### src/design/assert_macros.svh
// Assertion macros for the queue RTL.
`ifndef ASSERT_MACROS_SVH
`define ASSERT_MACROS_SVH

// Condition must hold on every rising clock edge out of reset.
`define ASSERT_ALWAYS(label, clk, rst_n, cond) \
    label: assert property (@(posedge clk) disable iff (!rst_n) (cond)) \
        else $error("assertion failed");

// Antecedent in one cycle implies consequent in the next.
`define ASSERT_NEXT(label, clk, rst_n, ante, cons) \
    label: assert property (@(posedge clk) disable iff (!rst_n) (ante) |=> (cons)) \
        else $error("assertion failed");

`endif

### src/design/bsq_pkg.sv
// Types, constants and codes shared by the sorted priority queue.
package bsq_pkg;

    localparam int CAPACITY_DEF = 16;
    localparam int TAG_W        = 16;
    localparam int PRIO_W       = 8;
    localparam int OCC_W        = 5;
    localparam int S_TDATA_W    = 24;
    localparam int M_TDATA_W    = 32;

    typedef enum logic {
        CMD_INSERT = 1'b0,
        CMD_REMOVE = 1'b1
    } t_cmd;

    typedef enum logic [1:0] {
        STAT_OK    = 2'd0,
        STAT_FULL  = 2'd1,
        STAT_EMPTY = 2'd2
    } t_status;

    typedef enum logic {
        S_IDLE = 1'b0,
        S_HOLD = 1'b1
    } t_state;

    // controller -> datapath
    typedef struct packed {
        logic    load;       // beat accepted: update result register
        logic    do_insert;  // insert into sorted array
        logic    do_remove;  // pop head entry
        t_status status;
    } t_dp_cmd;

    // datapath -> controller
    typedef struct packed {
        logic empty;
        logic full;
    } t_dp_stat;

endpackage

### src/design/bsq_ctrl.sv
// Controller: handshake state machine and command decode for the queue.
module bsq_ctrl (
    input  logic              i_clk,
    input  logic              i_rst_n,
    input  logic              i_s_tvalid,
    output logic              o_s_tready,
    input  logic              i_cmd,
    output logic              o_m_tvalid,
    input  logic              i_m_tready,
    input  bsq_pkg::t_dp_stat i_stat,
    output bsq_pkg::t_dp_cmd  o_cmd
);

    bsq_pkg::t_state r_state;
    bsq_pkg::t_state n_state;
    logic            accept;
    bsq_pkg::t_cmd   cmd;

    always_ff @(posedge i_clk) begin
        if (!i_rst_n) begin
            r_state <= bsq_pkg::S_IDLE;
        end else begin
            r_state <= n_state;
        end
    end

    always_comb begin
        cmd        = bsq_pkg::t_cmd'(i_cmd);
        // a held result leaving this cycle frees the output register
        o_s_tready = (r_state == bsq_pkg::S_IDLE) || i_m_tready;
        o_m_tvalid = (r_state == bsq_pkg::S_HOLD);
        accept     = i_s_tvalid && o_s_tready;
        n_state    = r_state;
        case (r_state)
            bsq_pkg::S_IDLE: begin
                if (accept) n_state = bsq_pkg::S_HOLD;
            end
            bsq_pkg::S_HOLD: begin
                if (!accept && i_m_tready) n_state = bsq_pkg::S_IDLE;
            end
            default: n_state = bsq_pkg::S_IDLE;
        endcase

        o_cmd.load      = accept;
        o_cmd.do_insert = 1'b0;
        o_cmd.do_remove = 1'b0;
        o_cmd.status    = bsq_pkg::STAT_OK;
        case (cmd)
            bsq_pkg::CMD_INSERT: begin
                if (i_stat.full) o_cmd.status = bsq_pkg::STAT_FULL;
                else             o_cmd.do_insert = accept;
            end
            bsq_pkg::CMD_REMOVE: begin
                if (i_stat.empty) o_cmd.status = bsq_pkg::STAT_EMPTY;
                else              o_cmd.do_remove = accept;
            end
            default: o_cmd.status = bsq_pkg::STAT_OK;
        endcase
    end

endmodule

### src/design/bsq_dpath.sv
// Datapath: sorted entry cells with parallel compare-and-shift, count and result register.
`include "assert_macros.svh"

module bsq_dpath #(
    parameter int CAPACITY = bsq_pkg::CAPACITY_DEF
) (
    input  logic                       i_clk,
    input  logic                       i_rst_n,
    input  bsq_pkg::t_dp_cmd           i_cmd,
    input  logic [bsq_pkg::TAG_W-1:0]  i_tag,
    input  logic [bsq_pkg::PRIO_W-1:0] i_prio,
    output bsq_pkg::t_dp_stat          o_stat,
    output bsq_pkg::t_status           o_status,
    output logic [bsq_pkg::TAG_W-1:0]  o_tag,
    output logic [bsq_pkg::PRIO_W-1:0] o_prio,
    output logic [bsq_pkg::OCC_W-1:0]  o_occ,
    output logic                       o_empty,
    output logic                       o_full
);

    localparam int CW = $clog2(CAPACITY + 1);

    logic [bsq_pkg::TAG_W-1:0]  r_tag  [CAPACITY];
    logic [bsq_pkg::PRIO_W-1:0] r_prio [CAPACITY];
    logic [CW-1:0]              r_count;
    logic [CW-1:0]              n_count;
    logic [CAPACITY-1:0]        ge;   // occupied slot that stays ahead of the new entry

    bsq_pkg::t_status           r_status;
    logic [bsq_pkg::TAG_W-1:0]  r_otag;
    logic [bsq_pkg::PRIO_W-1:0] r_oprio;
    logic [bsq_pkg::OCC_W-1:0]  r_occ;
    logic                       r_empty;
    logic                       r_full;

    always_comb begin
        o_stat.empty = (r_count == '0);
        o_stat.full  = (r_count == CW'(CAPACITY));
        n_count      = r_count;
        if (i_cmd.do_insert)      n_count = r_count + 1'b1;
        else if (i_cmd.do_remove) n_count = r_count - 1'b1;
    end

    for (genvar k = 0; k < CAPACITY; k++) begin : g_slot
        assign ge[k] = (CW'(k) < r_count) && (r_prio[k] >= i_prio);

        always_ff @(posedge i_clk) begin
            if (i_cmd.do_insert && !ge[k]) begin
                if (k == 0) begin
                    r_tag[k]  <= i_tag;
                    r_prio[k] <= i_prio;
                end else if (ge[(k == 0) ? 0 : k-1]) begin
                    r_tag[k]  <= i_tag;
                    r_prio[k] <= i_prio;
                end else begin
                    r_tag[k]  <= r_tag[(k == 0) ? 0 : k-1];
                    r_prio[k] <= r_prio[(k == 0) ? 0 : k-1];
                end
            end else if (i_cmd.do_remove && (k < CAPACITY - 1)) begin
                r_tag[k]  <= r_tag[(k < CAPACITY - 1) ? k+1 : k];
                r_prio[k] <= r_prio[(k < CAPACITY - 1) ? k+1 : k];
            end
        end
    end

    always_ff @(posedge i_clk) begin
        if (!i_rst_n) begin
            r_count <= '0;
        end else begin
            r_count <= n_count;
        end
    end

    always_ff @(posedge i_clk) begin
        if (i_cmd.load) begin
            r_status <= i_cmd.status;
            r_otag   <= i_cmd.do_remove ? r_tag[0]  : '0;
            r_oprio  <= i_cmd.do_remove ? r_prio[0] : '0;
            r_occ    <= bsq_pkg::OCC_W'(n_count);
            r_empty  <= (n_count == '0);
            r_full   <= (n_count == CW'(CAPACITY));
        end
    end

    assign o_status = r_status;
    assign o_tag    = r_otag;
    assign o_prio   = r_oprio;
    assign o_occ    = r_occ;
    assign o_empty  = r_empty;
    assign o_full   = r_full;

    `ASSERT_ALWAYS(a_count_bound, i_clk, i_rst_n, r_count <= CW'(CAPACITY))
    `ASSERT_ALWAYS(a_one_op, i_clk, i_rst_n, !(i_cmd.do_insert && i_cmd.do_remove))
    `ASSERT_NEXT(a_insert_count, i_clk, i_rst_n, i_cmd.do_insert, r_count == $past(r_count) + 1'b1)

endmodule

### src/design/bounded_sorted_priority_queue_core.sv
// Top level of the bounded sorted priority queue: controller plus datapath.
//
// Usage:
//   Slave channel: one beat is one command. i_s_tuser carries the command
//   (0 insert, 1 remove head); i_s_tdata carries the tag and priority of an
//   insert, ignored on a remove.
//   Master channel: exactly one result beat per command, in order. o_m_tuser
//   carries the status (0 ok, 1 insert rejected full, 2 remove failed empty);
//   o_m_tdata carries removed tag/priority (zero otherwise), occupancy after
//   the operation, and the empty and full flags.
//   Latency: the result is valid the cycle after the command beat.
//   Throughput: one command per cycle while the receiver takes results; the
//   whole insert (compare of every slot and shift) or removal is done in the
//   single accept cycle by the per-slot cells.
//   Entries of equal priority leave in arrival order.
//   Reset: synchronous, active low; the queue becomes empty and no result is
//   pending. Slot contents are not cleared, only the count.
//   Stall: a result held for the receiver keeps its value; a new command is
//   taken only in a cycle in which the held result leaves.
module bounded_sorted_priority_queue_core #(
    parameter int CAPACITY = bsq_pkg::CAPACITY_DEF
) (
    input  logic                             i_clk,
    input  logic                             i_rst_n,
    input  logic                             i_s_tvalid,
    output logic                             o_s_tready,
    input  logic [bsq_pkg::S_TDATA_W-1:0]    i_s_tdata,  // [15:0] item_tag, [23:16] item_priority
    input  logic                             i_s_tuser,  // [0] cmd
    output logic                             o_m_tvalid,
    input  logic                             i_m_tready,
    output logic [bsq_pkg::M_TDATA_W-1:0]    o_m_tdata,  // [15:0] out_tag, [23:16] out_priority,
                                                         // [28:24] occupancy, [29] is_empty_flag,
                                                         // [30] is_full_flag, [31] zero
    output logic [1:0]                       o_m_tuser   // [1:0] status
);

    bsq_pkg::t_dp_cmd           dp_cmd;
    bsq_pkg::t_dp_stat          dp_stat;
    bsq_pkg::t_status           res_status;
    logic [bsq_pkg::TAG_W-1:0]  res_tag;
    logic [bsq_pkg::PRIO_W-1:0] res_prio;
    logic [bsq_pkg::OCC_W-1:0]  res_occ;
    logic                       res_empty;
    logic                       res_full;

    // Handshake and command decode
    bsq_ctrl u_ctrl (
        .i_clk      (i_clk),
        .i_rst_n    (i_rst_n),
        .i_s_tvalid (i_s_tvalid),
        .o_s_tready (o_s_tready),
        .i_cmd      (i_s_tuser),
        .o_m_tvalid (o_m_tvalid),
        .i_m_tready (i_m_tready),
        .i_stat     (dp_stat),
        .o_cmd      (dp_cmd)
    );

    // Sorted slot array and result register
    bsq_dpath #(
        .CAPACITY (CAPACITY)
    ) u_dpath (
        .i_clk    (i_clk),
        .i_rst_n  (i_rst_n),
        .i_cmd    (dp_cmd),
        .i_tag    (i_s_tdata[15:0]),
        .i_prio   (i_s_tdata[23:16]),
        .o_stat   (dp_stat),
        .o_status (res_status),
        .o_tag    (res_tag),
        .o_prio   (res_prio),
        .o_occ    (res_occ),
        .o_empty  (res_empty),
        .o_full   (res_full)
    );

    assign o_m_tdata = {1'b0, res_full, res_empty, res_occ, res_prio, res_tag};
    assign o_m_tuser = res_status;

endmodule

### config.mk
export PLATFORM = sky130hd
export DESIGN_NAME = bounded_sorted_priority_queue_core
export DESIGN_NICKNAME = d
export VERILOG_FILES = /design/src/design/bsq_pkg.sv /design/src/design/bsq_ctrl.sv /design/src/design/bsq_dpath.sv /design/src/design/bounded_sorted_priority_queue_core.sv
export VERILOG_INCLUDE_DIRS = /design/src /design/src/design
export SDC_FILE = /design/constraint.sdc
export NUM_CORES = 1
export LEC_CHECK = 0
export ABC_AREA = 1
export BUFFER_PORTS_ARGS = -buffer_cell sky130_fd_sc_hd__buf_2
export CAP_MARGIN = 20
export CORE_MARGIN = 3
export CORE_UTILIZATION = 64
export DETAILED_ROUTE_END_ITERATION = 10
export GPL_ROUTABILITY_DRIVEN = 0
export GPL_TIMING_DRIVEN = 0
export PLACE_DENSITY = 0.81
export SLEW_MARGIN = 20
export SYNTH_ARGS = -nofsm -noshare
export SYNTH_HDL_FRONTEND = slang
export SYNTH_SLANG_ARGS = --single-unit
### constraint.sdc
create_clock -name i_clk -period 4.6 [get_ports i_clk]
set_clock_uncertainty 0.15 [all_clocks]
set_input_delay 0.69 -clock i_clk [delete_from_list [all_inputs] [get_ports i_clk]]
set_output_delay 0.69 -clock i_clk [all_outputs]
set_load 0.03 [all_outputs]
After elaboration in Yosys (flattened, before gate mapping) --
Memories as Yosys holds them, arrays and structs flattened. Cells that the tools add are included.
Word-level totals: register bits after elaboration 39, memory bits (writable) 384, input bits 29, output and inout port bits 36, logic and storage cells 357, memories kept 2
Cells by class: add/subtract/negate cells 2, order comparisons 32, equality and inequality tests 2, multiplexer cells 195, bitwise logic cells 62, reductions and logical operators 54
Memory list:
- u_dpath.r_tag | depth 16, bits a word 16, rd ports 16, clocked after Yosys merged registers in 0, wr ports 16, line bsq_dpath.sv:23 | logic [bsq_pkg::TAG_W-1:0] r_tag [CAPACITY];
- u_dpath.r_prio | depth 16, bits a word 8, rd ports 16, clocked after Yosys merged registers in 0, wr ports 16, line bsq_dpath.sv:24 | logic [bsq_pkg::PRIO_W-1:0] r_prio [CAPACITY];
Operators with widths (number):
- $mux W16 | 30
- $mux W8 | 30
- $mux W1 | 130
- $ge A8 B8 Y1 | 16
- $or A1 B1 Y1 | 60
- $lt A4 B5 Y1 const A | 8
- $logic_and A1 B1 Y1 | 34
- $lt A3 B5 Y1 const A | 4
- $logic_not A1 Y1 | 17
- $eq A5 B5 Y1 const B | 2
- $logic_not A5 Y1 | 2
- $lt A1 B5 Y1 const A | 2
- $lt A2 B5 Y1 const A | 2
- $mux W5 | 2
- $add A5 B1 Y5 const B | 1
- $sub A5 B1 Y5 const B | 1
- $pmux W2 S2 | 1
- $mux W2 | 1
- $not A1 Y1 | 2
- $pmux W1 S2 | 1
- $logic_or A1 B1 Y1 | 1

Depth between registers and ports, before layout --
word-level depth 10, gate-level depth with buffers 16, mapped depth without buffers 15

Hierarchy --
From an unflattened synthesis, not the netlist that was laid out.
Unflattened totals: cell total of the unflattened synthesis 3216, area total of the unflattened synthesis 26150.1 um^2
By module, submodules not included:
- bsq_dpath | times used 1, cells each 3194, area an instance 26032.5 um^2, seq. area each 12622.1 um^2
- bsq_ctrl | times used 1, cells each 18, area an instance 91.3 um^2, seq. area each 20.0 um^2
- bounded_sorted_priority_queue_core | times used 1, cells each 4, area an instance 26.3 um^2, seq. area each 0.0 um^2

Least setup slack after synthesis --
No wires, ideal clock.
path type input to register, from input i_s_tdata[21] (netlist bit), to memory u_dpath.r_prio[15][0] (netlist bit), enable pin, setup time 405 ps, arrival 3316 ps, data required time 4045 ps, path slack 729 ps, stages on the path 10, path buffers 1, cells stage by stage inv_1 clkbuf_1 ha_1 a21oi_1 nor2_1 nor3_1 nand3_1 nand2_1 inv_1 nor2_1
RTL lines:
- from (decl) | line bounded_sorted_priority_queue_core.sv:27 | input logic [bsq_pkg::S_TDATA_W-1:0] i_s_tdata,
- to (decl) | line bsq_dpath.sv:24

==> flow_summary.ini <==
[finish]
utilization_pct = 71.34
finalNetCount = 3643
area_delta_synth_final_pct = 9.116
n_fill_cell = 3266
final_layout_size_suffix_gt1_share_pct = 9.673

[critical_path]
slowest_stage = nand2_1
setup.worst_path.start = i_s_tdata[21]
worstPathMaxFanout = 25
worst-r2r-cell-count = 9
cp.required_ns = 4.66
reg2reg_slack_ns = 0.76
r2r_end = u_dpath.r_tag[1][47]
cpMostUsedCell = nand2_1
worstSetupPathType = in2reg
worstPathCellList = buf_2 > inv_1 > clkbuf_2 > ha_1 > a21oi_1 > nor2_1 > nor3_1 > nand2_1 > nand2_1 > clkbuf_1 > nand2_1 > nand2_1
r2r_start = u_ctrl.o_m_tvalid
setup.worst_path.end_class = register
start_kind = primary input
crit_path_max_incr_delay_ns = 0.74
crit_arrival_ns = 4.26

[drt]
drt_iter0_drc = 3201
ant_nets = 0
avgViaCountPerCell = 6.034
totalWireLength_mm = 80.45
first_pass_iters = 8
wire_per_inst_um = 19.87
drc_errors = 0
num_vias = 24430

[pwr]
sw_frac_of_total_pct = 34.01
p_sw_mw = 4.188
power.internal_mw = 8.127
sequentialPowerShare_pct = 43.9
power_density_nw_per_um2 = 418.0
leakage_nw = 14.17
vdd.ir_drop.worst_v = 0.0003313
p_comb_share_pct = 27.3
p_clk_share_pct = 28.8

[sta]
holdWs_ns = 0.2220
tightest_slew_ns = 1.061
rsz0062_at_grt = false
fin_crit_ns = 4.203
finalCritPeriodShare_pct = 91.37
setup_viol = 0
slew_violations = 0
relSlewSlack_pct = 29.08
hold_viol = 0
max_freq_ghz = 0.2379
final.setup.tns_ns = 0

[clock_network]
ctsResizeCount = 0
worstSkewPairLatency_ns = 0.60
cts.sinks = 423
cts_tree = built
clock-root-buffer = clkbuf_16
cts_buffers = 47
clockBufferDepth = 3
cts.hold.buffers_added = 0
clk_pin_slew_ns = 0.06
h-tree-depth = 2
postCtsSetupBuffers = 0

[grt]
grt_pass1_wl_mm = 123.6
grt.overflow.total = 0
grt.total_usage_pct = 35.33
first_global_vias = 23240
grt_antenna_before_repair = 2
grt_max_degree = 35

[logic_synthesis]
synth_area_sq_um = 27000
synth_area_leader_cell = edfxtp_1
synth_area_leaders = edfxtp_1 46%, nand2_1 18%, nand3_1 6.6%, nand4_1 6.1%, ha_1 6.1%
netlist.area_leader.share_pct = 46.38
avgSynthCellArea_sq_um = 8.023
syn_inst = 3365
yosysSeqAreaShare_pct = 46.83
ys_ff_latch = 423
ys_types = 32
synth.net_count = 3526
yosys_warnings = 0

[floorplan]
die_w_um = 211.4
die_h_um = 211.4
rows = 74
io_pins = 65
core_area_sq_um = 41290
dieArea_sq_um = 44680
start_util_pct = 65.38

[place]
io_buffers = 63
dp_hpwl_mm = 62.22

[min_path]
hold_end = u_ctrl.o_m_tvalid
hp-class = in2reg
hold_path_depth = 3
min-delay-start = i_s_tvalid

[outcome]
status = finished clean

[job]
max_cap_violations = 0
==> critical path: cells and delay by family <==
kind	cells	cell delay, ns
buffers and inverters	4	1.45
AO/OA/AOI/OAI	1	0.13
adder cells (fa/ha/maj)	1	0.38
AND/OR/NAND/NOR	6	1.57
==> metal layers <==
layer | global-route usage (%) | routed length (um) | vias to the layer above
met4 | 18.45 | 4584 | 2
met2 | 59.18 | 37560 | 1467
met3 | 7.054 | 8816 | 308
met1 | 43.65 | 29460 | 11180
li1 | - | - | 11470
met5 | 0 | 17 | -
==> state kept, by name (all words and copies together), names as in the netlist <==
name               count
u_ctrl.o_m_tvalid      1
u_dpath.r_tag        256
u_dpath.o_occ          5
u_dpath.o_prio         8
u_dpath.o_full         1
u_dpath.o_tag         16
u_dpath.r_count        5
u_dpath.r_prio       128
u_dpath.o_empty        1
u_dpath.o_status       2
==> power groups by stage <==
stage,clock network (mW),logic (mW),registers (mW)
finish,3.55,3.36,5.40
global route,3.68,3.71,5.45
CTS,3.54,3.27,5.40
detailed placement,0,3.24,5.47
global placement,0,3.10,5.44
floorplan,0,2.28,5.42
==> cell type report <==
type | instances | area (sq um) | area share, %
flip-flops and latches | 423 | 12640 | 42.92
multi-input cells | 2324 | 11550 | 39.21
plain buffers | 247 | 1436 | 4.876
inverters | 371 | 1399 | 4.749
clock buffers | 64 | 1240 | 4.209
well taps | 532 | 665.6 | 2.260
repair buffers | 68 | 390.4 | 1.325
clock inverters | 18 | 132.6 | 0.4502
diodes | 1 | 2.502 | 0.008495
==> synth_stat cells (all sizes together) <==
master	number
nand2	1292
edfxtp	417
inv	370
nand3	369
nand4	266
buf	179
ha	132
o21ai	84
nor2	73
clkbuf	68
nand3b	49
a21oi	38
o21a	11
dfxtp	6
nor3	4
xor2	4
clkinv	1
conb	1
o211ai	1
==> layout by cell type, fill, tap and decap left out, drive strengths merged, types with 2 or more instances in the layout <==
cell | synthesis | final
nand3b | 49 | 49
dfxtp | 6 | 6
edfxtp | 417 | 417
o21ai | 84 | 84
bufinv | 0 | 2
nand2 | 1292 | 1292
ha | 132 | 132
inv | 370 | 371
clkbuf | 68 | 132
nand3 | 369 | 369
xor2 | 4 | 4
a21oi | 38 | 38
nor3 | 4 | 4
nor2 | 73 | 73
nand4 | 266 | 266
clkinv | 1 | 16
o21a | 11 | 11
buf | 179 | 247
==> worst max path at each step <==
stage,slack [ns],endpoint,cells past startpoint
after floorplan,0.73,u_dpath.r_prio[15][0],10
after global placement,-0.80,u_dpath.r_tag[1][119],11
after detailed placement,-0.16,u_dpath.r_tag[0][15],14
after CTS,0.46,u_dpath.r_prio[0][5],14
after global routing,0.30,u_dpath.r_tag[0][121],12
final,0.40,u_dpath.r_tag[0][121],12
==> cells by family after synthesis <==
family | synth area share (%)
AO/OA/AOI/OAI | 2.595
XOR/XNOR | 0.1298
adder cells (fa/ha/maj) | 6.118
buffers and inverters | 10.46
flip-flops | 46.83
other | 0.01389
AND/OR/NAND/NOR | 33.85
==> through the flow <==
stage	std cells	cell area [sq um]	worst slack, ns	total power, mW
after floorplan	3365	27000	0.7290	7.700
after global placement	3960	27980	-0.8037	8.545
after detailed placement	3961	28010	-0.1617	8.711
after CTS	4043	29380	0.4615	12.21
after global routing	4047	29460	0.2989	12.85
final	4048	29460	0.3969	12.31
No activity file was read; power rests on OpenSTA's default activity.
